## src/rtl/mlcc_pkg.sv

```systemverilog
// Shared constants, codes and derived widths for the LED color classifier.
`default_nettype none

package mlcc_pkg;

  localparam int TIME_W   = 32;
  localparam int SAMPLE_W = 10;
  localparam int LEVEL_W  = 14;
  localparam int RATIO_W  = 8;
  localparam int COLOR_W  = 2;
  localparam int PHASE_W  = 2;

  localparam int PHASE_MS  = 20;
  localparam int PERIOD_MS = 3 * PHASE_MS;
  localparam int PERIOD_W  = $clog2(PERIOD_MS);
  localparam int FRAC_W    = TIME_W + PERIOD_W;
  localparam int RECIP_W   = FRAC_W - PERIOD_W + 1;
  localparam int PROD_W    = TIME_W + RECIP_W;
  localparam logic [RECIP_W-1:0] RECIP =
    RECIP_W'(((64'd1 << FRAC_W) + 64'(PERIOD_MS) - 64'd1) / 64'(PERIOD_MS));

  localparam int CFG_DATA_W = 32;
  localparam int CFG_ADDR_W = 4;

  localparam logic [1:0] REG_DARK  = 2'd0;
  localparam logic [1:0] REG_RED   = 2'd1;
  localparam logic [1:0] REG_BLUE  = 2'd2;

  localparam logic [LEVEL_W-1:0] DARK_RESET = LEVEL_W'(1600);
  localparam logic [RATIO_W-1:0] RED_RESET  = RATIO_W'(13);
  localparam logic [RATIO_W-1:0] BLUE_RESET = RATIO_W'(22);

  localparam logic [PHASE_W-1:0] PH_RED  = 2'd0;
  localparam logic [PHASE_W-1:0] PH_BOTH = 2'd1;
  localparam logic [PHASE_W-1:0] PH_BLUE = 2'd2;

  localparam logic [COLOR_W-1:0] COL_BLACK  = 2'd0;
  localparam logic [COLOR_W-1:0] COL_RED    = 2'd1;
  localparam logic [COLOR_W-1:0] COL_BLUE   = 2'd2;
  localparam logic [COLOR_W-1:0] COL_YELLOW = 2'd3;

endpackage

`default_nettype wire

```

## src/rtl/mlcc_intf.sv

```systemverilog
// Request and result channel interfaces of the LED color classifier.
`default_nettype none

interface mlcc_in_if
  import mlcc_pkg::*;
();
  logic                valid;
  logic                ready;
  logic [TIME_W-1:0]   time_ms;
  logic [SAMPLE_W-1:0] sensor_sample;

  modport source (output valid, time_ms, sensor_sample, input ready);
  modport sink   (input valid, time_ms, sensor_sample, output ready);
endinterface

interface mlcc_out_if
  import mlcc_pkg::*;
();
  logic               valid;
  logic               ready;
  logic               red_led_on;
  logic               blue_led_on;
  logic [COLOR_W-1:0] track_class;

  modport source (output valid, red_led_on, blue_led_on, track_class, input ready);
  modport sink   (input valid, red_led_on, blue_led_on, track_class, output ready);
endinterface

`default_nettype wire

```

## src/rtl/multiplexed_led_color_classifier.sv

```systemverilog
// Top level of the multiplexed LED color classifier.
// Takes one request per cycle unless the result side stalls, and returns one result per
// request via stage 1 and the output register. The first stage finds the LED phase from
// the millisecond time with a 33-bit reciprocal multiply of the time (time modulo three
// phase lengths), and scales the sample by ten. The second stage updates the red, both
// and blue levels (only when the phase repeats) and classifies the track with two 8x14
// cross-multiplied ratio compares. Registers on the APB port: dark threshold at 0x0,
// red ratio in tenths at 0x4, blue ratio in tenths at 0x8; write them only while idle.
`default_nettype none

module multiplexed_led_color_classifier
  import mlcc_pkg::*;
(
  input  wire logic                  clk,
  input  wire logic                  rst_n,
  mlcc_in_if.sink                    in_ch,
  mlcc_out_if.source                 out_ch,
  input  wire logic                  psel,
  input  wire logic                  penable,
  input  wire logic                  pwrite,
  input  wire logic [CFG_ADDR_W-1:0] paddr,
  input  wire logic [CFG_DATA_W-1:0] pwdata,
  output logic      [CFG_DATA_W-1:0] prdata,
  output logic                       pready
);

  localparam int CROSS_W = LEVEL_W + RATIO_W;

  function automatic logic ratio_passes(input logic [LEVEL_W-1:0] num,
                                        input logic [LEVEL_W-1:0] den,
                                        input logic [RATIO_W-1:0] tenths);
    logic [CROSS_W-1:0] lhs;
    logic [CROSS_W-1:0] rhs;
    lhs = (CROSS_W'(num) << 3) + (CROSS_W'(num) << 1);
    rhs = CROSS_W'(tenths) * CROSS_W'(den);
    return !((num == '0) && (den == '0)) && (lhs >= rhs);
  endfunction

  logic [LEVEL_W-1:0] dark_r;
  logic [RATIO_W-1:0] red_ratio_r;
  logic [RATIO_W-1:0] blue_ratio_r;

  logic               s1_v_r;
  logic [PHASE_W-1:0] s1_phase_r;
  logic [LEVEL_W-1:0] s1_level_r;

  logic [LEVEL_W-1:0] red_lvl_r,  red_lvl_nxt;
  logic [LEVEL_W-1:0] both_lvl_r, both_lvl_nxt;
  logic [LEVEL_W-1:0] blue_lvl_r, blue_lvl_nxt;
  logic [PHASE_W-1:0] last_phase_r;

  logic               out_v_r;
  logic               red_on_r;
  logic               blue_on_r;
  logic [COLOR_W-1:0] color_r, color_nxt;

  logic [PROD_W-1:0]   prod;
  logic [FRAC_W+1:0]   frac3;
  logic [PHASE_W-1:0]  phase_nxt;
  logic [LEVEL_W-1:0]  level_nxt;
  logic                cfg_wr;
  logic                out_free;
  logic                s1_free;
  logic                in_acc;
  logic                same_phase;

  // Config port
  assign pready = 1'b1;
  assign cfg_wr = psel && penable && pwrite;

  always_ff @(posedge clk) begin
    if (!rst_n) begin
      dark_r       <= DARK_RESET;
      red_ratio_r  <= RED_RESET;
      blue_ratio_r <= BLUE_RESET;
    end else if (cfg_wr) begin
      case (paddr[3:2])
        REG_DARK: dark_r       <= pwdata[LEVEL_W-1:0];
        REG_RED:  red_ratio_r  <= pwdata[RATIO_W-1:0];
        REG_BLUE: blue_ratio_r <= pwdata[RATIO_W-1:0];
        default: ;
      endcase
    end
  end

  always_comb begin
    case (paddr[3:2])
      REG_DARK: prdata = CFG_DATA_W'(dark_r);
      REG_RED:  prdata = CFG_DATA_W'(red_ratio_r);
      REG_BLUE: prdata = CFG_DATA_W'(blue_ratio_r);
      default:  prdata = '0;
    endcase
  end

  // Handshake
  assign out_free    = !out_v_r || out_ch.ready;
  assign s1_free     = !s1_v_r || out_free;
  assign in_ch.ready = s1_free;
  assign in_acc      = in_ch.valid && s1_free;

  // Stage 1: phase and scaled level
  assign prod      = PROD_W'(in_ch.time_ms) * PROD_W'(RECIP);
  assign frac3     = (FRAC_W+2)'(prod[FRAC_W-1:0]) + ((FRAC_W+2)'(prod[FRAC_W-1:0]) << 1);
  assign phase_nxt = frac3[FRAC_W+1:FRAC_W];
  assign level_nxt = (LEVEL_W'(in_ch.sensor_sample) << 3)
                   + (LEVEL_W'(in_ch.sensor_sample) << 1);

  always_ff @(posedge clk) begin
    if (!rst_n) begin
      s1_v_r <= 1'b0;
    end else if (s1_free) begin
      s1_v_r <= in_ch.valid;
    end
  end

  always_ff @(posedge clk) begin
    if (in_acc) begin
      s1_phase_r <= phase_nxt;
      s1_level_r <= level_nxt;
    end
  end

  // Stage 2: level update and classification
  assign same_phase = (s1_phase_r == last_phase_r);

  always_comb begin
    red_lvl_nxt  = red_lvl_r;
    both_lvl_nxt = both_lvl_r;
    blue_lvl_nxt = blue_lvl_r;
    if (same_phase) begin
      case (s1_phase_r)
        PH_RED:  red_lvl_nxt  = s1_level_r;
        PH_BOTH: both_lvl_nxt = s1_level_r;
        default: blue_lvl_nxt = s1_level_r;
      endcase
    end
  end

  always_comb begin
    if (both_lvl_nxt <= dark_r) begin
      color_nxt = COL_BLACK;
    end else if (ratio_passes(red_lvl_nxt, blue_lvl_nxt, red_ratio_r)) begin
      color_nxt = COL_RED;
    end else if (ratio_passes(blue_lvl_nxt, red_lvl_nxt, blue_ratio_r)) begin
      color_nxt = COL_BLUE;
    end else begin
      color_nxt = COL_YELLOW;
    end
  end

  always_ff @(posedge clk) begin
    if (!rst_n) begin
      red_lvl_r    <= '0;
      both_lvl_r   <= '0;
      blue_lvl_r   <= '0;
      last_phase_r <= PH_RED;
      out_v_r      <= 1'b0;
    end else begin
      if (out_free) begin
        out_v_r <= s1_v_r;
      end
      if (s1_v_r && out_free) begin
        red_lvl_r    <= red_lvl_nxt;
        both_lvl_r   <= both_lvl_nxt;
        blue_lvl_r   <= blue_lvl_nxt;
        last_phase_r <= s1_phase_r;
      end
    end
  end

  always_ff @(posedge clk) begin
    if (s1_v_r && out_free) begin
      red_on_r  <= (s1_phase_r != PH_BLUE);
      blue_on_r <= (s1_phase_r != PH_RED);
      color_r   <= color_nxt;
    end
  end

  assign out_ch.valid       = out_v_r;
  assign out_ch.red_led_on  = red_on_r;
  assign out_ch.blue_led_on = blue_on_r;
  assign out_ch.track_class = color_r;

endmodule

`default_nettype wire

```

## src/flat_wrapper.sv

```systemverilog
// flat-port wrapper written by rule: the top's interface ports become plain ports
module multiplexed_led_color_classifier_flat import mlcc_pkg::*;
  (clk, rst_n, psel, penable, pwrite, paddr, pwdata, prdata, pready, in_ch_valid, in_ch_time_ms, in_ch_sensor_sample, in_ch_ready, out_ch_valid, out_ch_red_led_on, out_ch_blue_led_on, out_ch_track_class, out_ch_ready);
  mlcc_in_if in_ch_i ();
  mlcc_out_if out_ch_i ();
  input  wire logic clk;
  input  wire logic rst_n;
  input  wire logic psel;
  input  wire logic penable;
  input  wire logic pwrite;
  input  wire logic [CFG_ADDR_W-1:0] paddr;
  input  wire logic [CFG_DATA_W-1:0] pwdata;
  output logic      [CFG_DATA_W-1:0] prdata;
  output logic pready;
  input wire logic [$bits(in_ch_i.valid)-1:0] in_ch_valid;
  input wire logic [$bits(in_ch_i.time_ms)-1:0] in_ch_time_ms;
  input wire logic [$bits(in_ch_i.sensor_sample)-1:0] in_ch_sensor_sample;
  output wire logic [$bits(in_ch_i.ready)-1:0] in_ch_ready;
  output wire logic [$bits(out_ch_i.valid)-1:0] out_ch_valid;
  output wire logic [$bits(out_ch_i.red_led_on)-1:0] out_ch_red_led_on;
  output wire logic [$bits(out_ch_i.blue_led_on)-1:0] out_ch_blue_led_on;
  output wire logic [$bits(out_ch_i.track_class)-1:0] out_ch_track_class;
  input wire logic [$bits(out_ch_i.ready)-1:0] out_ch_ready;
  assign in_ch_i.valid = in_ch_valid;
  assign in_ch_i.time_ms = in_ch_time_ms;
  assign in_ch_i.sensor_sample = in_ch_sensor_sample;
  assign in_ch_ready = in_ch_i.ready;
  assign out_ch_valid = out_ch_i.valid;
  assign out_ch_red_led_on = out_ch_i.red_led_on;
  assign out_ch_blue_led_on = out_ch_i.blue_led_on;
  assign out_ch_track_class = out_ch_i.track_class;
  assign out_ch_i.ready = out_ch_ready;
  multiplexed_led_color_classifier u_core (.clk(clk), .rst_n(rst_n), .in_ch(in_ch_i), .out_ch(out_ch_i), .psel(psel), .penable(penable), .pwrite(pwrite), .paddr(paddr), .pwdata(pwdata), .prdata(prdata), .pready(pready));
endmodule
```

## config.mk

```make
export PLATFORM = sky130hd
export DESIGN_NAME = multiplexed_led_color_classifier_flat
export DESIGN_NICKNAME = d
export VERILOG_FILES = /design/src/rtl/mlcc_pkg.sv /design/src/rtl/mlcc_intf.sv /design/src/rtl/multiplexed_led_color_classifier.sv /design/src/flat_wrapper.sv
export SDC_FILE = /design/constraint.sdc
export NUM_CORES = 1
export LEC_CHECK = 0
export BUFFER_PORTS_ARGS = -buffer_cell sky130_fd_sc_hd__buf_4
export CAP_MARGIN = 20
export CORE_MARGIN = 2
export CORE_UTILIZATION = 65
export DETAILED_ROUTE_END_ITERATION = 16
export MAX_ROUTING_LAYER = met4
export PLACE_DENSITY_LB_ADDON = 0.12
export SETUP_SLACK_MARGIN = 0.02
export SYNTH_ARGS = -nofsm -noshare
export SYNTH_HDL_FRONTEND = slang
export SYNTH_SLANG_ARGS = --single-unit
```

## constraint.sdc

```tcl
create_clock -name clk -period 15.7 [get_ports clk]
set_clock_uncertainty 0.15 [all_clocks]
set_input_delay 2.355 -clock clk [delete_from_list [all_inputs] [get_ports clk]]
set_output_delay 2.355 -clock clk [all_outputs]
set_load 0.02 [all_outputs]
```

==> summary.txt <==
Outcome
  – Status: completed

Layout
  – Net total in the final layout: 3136
  – Final core utilization: a little over two thirds
  – Cell area after layout: 22190 um2
  – Fraction of layout cells with a size suffix above 1: just over 6%
  – Area overhead of the layout relative to synthesis: 6.127%

Synth
  – Synthesized area: ~21000 um2
  – Post-synthesis sequential area ratio: 10.00%
  – Count of flip-flops with a built-in enable after synthesis: 19
  – Register bit total from synthesis: 95
  – Gate count after technology mapping: 2385
  – Library cells used by synthesis: 72
  – Most used flip-flop cell after synthesis: sky130_fd_sc_hd__dfxtp_1
  – Fraction of registers with async set or reset after synthesis: 0%
  – Average footprint of a synthesized cell: 8.768 um2
  – Warnings, synthesis: 0

Global route
  – Overall overflow remaining after global route: 0
  – Initial antenna violation count: 1
  – Vias in the first global route: 17130
  – Global-route wire length before repair: 84860 um
  – Global router's overall resource usage: 32.70%
  – Largest net degree at the start of global routing: 77

Flow run
  – Max-cap viol count: 0

Pwr
  – Total leakage power: 11.40 nW
  – Worst-case vdd ir drop: 0.2350 mV
  – P per Cell Area: 191.0 nW/um2

Timing
  – Crit share post-route: between 60% and 70%
  – Worst hold margin: around 0.31 ns
  – Maximum clock frequency: around 98 MHz
  – Final Hold Fails: 0
  – Actual slew at the worst max-slew pin: ~1.2 ns
  – Final setup violation count: 0
  – Worst-case headroom to the max-slew limit: 20.53%
  – Setup Total Neg Slack: 0 ns
  – Min Clock Period, post-route: 10.16 ns
  – RSZ-0062 raised after global routing: false
  – Fin. max-slew vios: 0

Route
  – Via density per instance: 5.828
  – Total number of vias: approximately 17000
  – TritonRoute pass-1 iters: 7
  – Total wire length: 51980 um
  – Violation count after the first detailed-routing iteration: between 900 and 1000
  – WL/cell: 18.28 um
  – Number of remaining DRC errors: 0
  – Antenna Nets Post-Route: 0

Critical path
  – CP dominant cell by count: sky130_fd_sc_hd__fa_1
  – Largest driver fanout on the critical path: 15
  – Combined buffer and inverter count along the critical path: 0
  – Master of the slowest instance on the critical path: sky130_fd_sc_hd__mux2i_1
  – Delay-heaviest family, CP: simple AND/OR/NAND/NOR gates
  – Worst stage delay on the critical path: around 0.96 ns
  – Start-to-end type of the worst setup path: reg2reg
  – Worst path required time: 15.72 ns
  – Worst Setup End Kind: flop
  – Endpoint arrival time on the critical path: ~10 ns
  – Setup crit start kind: flop

Floorplan
  – Horizontal die dimension: around 180 um
  – Rows: 65
  – Number of placed I/O pins: 124
  – Floorplan core area: 31640 um2
  – Die Span Y: 183.4 um
  – Starting density of the core: about two thirds
  – Full die area: 33620 um2

Place
  – Input/output buffers: 84
  – DP HPWL: 42750 um
  – Final weighted congestion of routability-driven global placement: 1.029
  – Instance area after placement: 21840 um2

Clock network
  – Insertion delay of the later-clocked pin in the worst-skew pair: 0.35 ns
  – Clock buffers created by TritonCTS: 9
  – Number of setup buffers added after CTS: 0
  – Number of gates resized after cts: 0
  – Root Buffer Master: sky130_fd_sc_hd__clkbuf_16
  – Hold buffer count at CTS: 0
  – Total number of H-tree levels: 3
  – Number of sinks driven by the clock tree: between 90 and 100
  – Deepest clock path buffer count: 2
  – Clock slew at the register clock pins of the worst setup and hold paths: 0.07 ns
  – CTS tree: yes

Min path
  – Hold/Removal Path Class: reg2reg
[worst reg2reg max path: cells and delay by family, from the launching register on]
| family | cells | cell delay (ns) |
|---|---|---|
| compound gates | 8 | 2.18 |
| xor+xnor | 2 | 0.40 |
| fa+ha+maj | 6 | 2.63 |
| flops | 1 | 0.53 |
| mux | 1 | 0.97 |
| simple gates | 9 | 3.12 |
[cells in the final DEF, fill, tap and decap left out, types with 6 or more instances in the layout]
cell	instances
sky130_fd_sc_hd__inv_1	422
sky130_fd_sc_hd__ha_1	365
sky130_fd_sc_hd__fa_1	251
sky130_fd_sc_hd__nand2_1	250
sky130_fd_sc_hd__nor2b_1	100
sky130_fd_sc_hd__buf_4	98
sky130_fd_sc_hd__a21oi_1	81
sky130_fd_sc_hd__dfxtp_1	76
sky130_fd_sc_hd__o21ai_0	69
sky130_fd_sc_hd__xnor2_1	68
sky130_fd_sc_hd__and2_1	63
sky130_fd_sc_hd__a21boi_0	62
sky130_fd_sc_hd__nor2_1	56
sky130_fd_sc_hd__a21o_1	41
sky130_fd_sc_hd__mux2i_1	32
sky130_fd_sc_hd__xor2_1	30
sky130_fd_sc_hd__o21a_1	25
sky130_fd_sc_hd__nor3_1	24
sky130_fd_sc_hd__and3_1	22
sky130_fd_sc_hd__nand3_1	20
sky130_fd_sc_hd__nand4_1	20
sky130_fd_sc_hd__conb_1	19
sky130_fd_sc_hd__edfxtp_1	19
sky130_fd_sc_hd__and2b_1	16
sky130_fd_sc_hd__o21bai_1	15
sky130_fd_sc_hd__mux2_2	14
sky130_fd_sc_hd__nand2b_1	13
sky130_fd_sc_hd__a211oi_1	13
sky130_fd_sc_hd__o211ai_1	12
sky130_fd_sc_hd__nor4_1	12
sky130_fd_sc_hd__or3_1	10
sky130_fd_sc_hd__clkbuf_16	9
sky130_fd_sc_hd__or2_2	8
sky130_fd_sc_hd__o2111ai_1	7
sky130_fd_sc_hd__or4_1	6
sky130_fd_sc_hd__o31ai_1	6
sky130_fd_sc_hd__a2111oi_0	6
[layout make-up]
cell class / count / area [um2]
Inverter: 424 / 1592
Timing Repair Buffer: 98 / 735.7
Sequential cell: 95 / 2092
Antenna cell: 1 / 2.502
Clock buffer: 10 / 229.0
Tap cell: 402 / 503.0
Clock inverter: 6 / 117.6
Fill cell: 2516 / 9444
Multi-Input combinational cell: 1807 / 16920
[sequential cells by signal, indices dropped and copies added (netlist names), 2 cells and up]
signal	count
u_core.blue_lvl_r	14
u_core.both_lvl_r	14
u_core.blue_ratio_r	8
u_core.last_phase_r	2
u_core.s1_phase_r	2
u_core.red_ratio_r	8
u_core.dark_r	14
u_core.red_lvl_r	14
u_core.s1_level_r	13
u_core.out_ch.track_class	2
[report_power, final]
part,internal (W),switching [W],total (W)
sequential,0.000295,0.0000241,0.000319
clock,0.000157,0.0000962,0.000254
combinational,0.00161,0.00206,0.00367
[logic make-up (layout without fill, tap and decap cells)]
logic type,count (synthesis),count (layout),synth area share (%)
and+or+nand+nor,640,640,15.60
adders and majority gates,616,616,45.87
buffers and inverters,500,538,9.430
AOI/OAI and AO/OA,384,384,12.39
xor gates and xnor gates,98,98,4.105
DFF,95,95,10.00
muxes,50,50,2.573
other,2,20,0.03591
[cell usage after synthesis, types with 41 or more instances]
cell                         n  area, um2
sky130_fd_sc_hd__nor2_1     56      210.2
sky130_fd_sc_hd__a21o_1     41      307.8
sky130_fd_sc_hd__ha_1      365       4567
sky130_fd_sc_hd__inv_1     422       1584
sky130_fd_sc_hd__a21boi_0   62      465.5
sky130_fd_sc_hd__clkbuf_1   50      187.7
sky130_fd_sc_hd__a21oi_1    81      405.4
sky130_fd_sc_hd__nor2b_1   100      625.6
sky130_fd_sc_hd__o21ai_0    69      345.3
sky130_fd_sc_hd__nand2_1   250      938.4
sky130_fd_sc_hd__dfxtp_1    76       1521
sky130_fd_sc_hd__xnor2_1    68      595.6
sky130_fd_sc_hd__fa_1      251       5025
sky130_fd_sc_hd__and2_1     63      394.1
[stage by stage]
stage	power, W	instances	worst slack, ns
2_1_floorplan	0.003171	2402	6.387
3_3_place_gp	0.003814	2825	5.262
5_1_grt	0.004783	2843	5.100
6_report	0.004239	2843	5.541
4_1_cts	0.004250	2841	5.560
3_5_place_dp	0.003970	2825	5.257
[worst paths after layout]
path         slack [ns]                                          to                         startpoint  cells past startpoint
max                5.54  u_core.out_ch.track_class[0]$_SDFFCE_PP0P_     u_core.s1_phase_r[0]$_DFFE_PP_                     26
min                0.31           u_core.blue_lvl_r[6]$_SDFFE_PN0P_  u_core.blue_lvl_r[6]$_SDFFE_PN0P_                      2
max reg2reg        5.54  u_core.out_ch.track_class[0]$_SDFFCE_PP0P_     u_core.s1_phase_r[0]$_DFFE_PP_                     26
min reg2reg        0.31           u_core.blue_lvl_r[6]$_SDFFE_PN0P_  u_core.blue_lvl_r[6]$_SDFFE_PN0P_                      2
[layer usage]
metal	track usage [%]	routed length, um	vias up
met5	-	0	-
met4	17.82	3259	0
met3	2.303	2099	158
met2	56.38	25680	487
met1	38.25	20940	8013
li1	-	-	7912
Power figures use the tool's default switching activity.
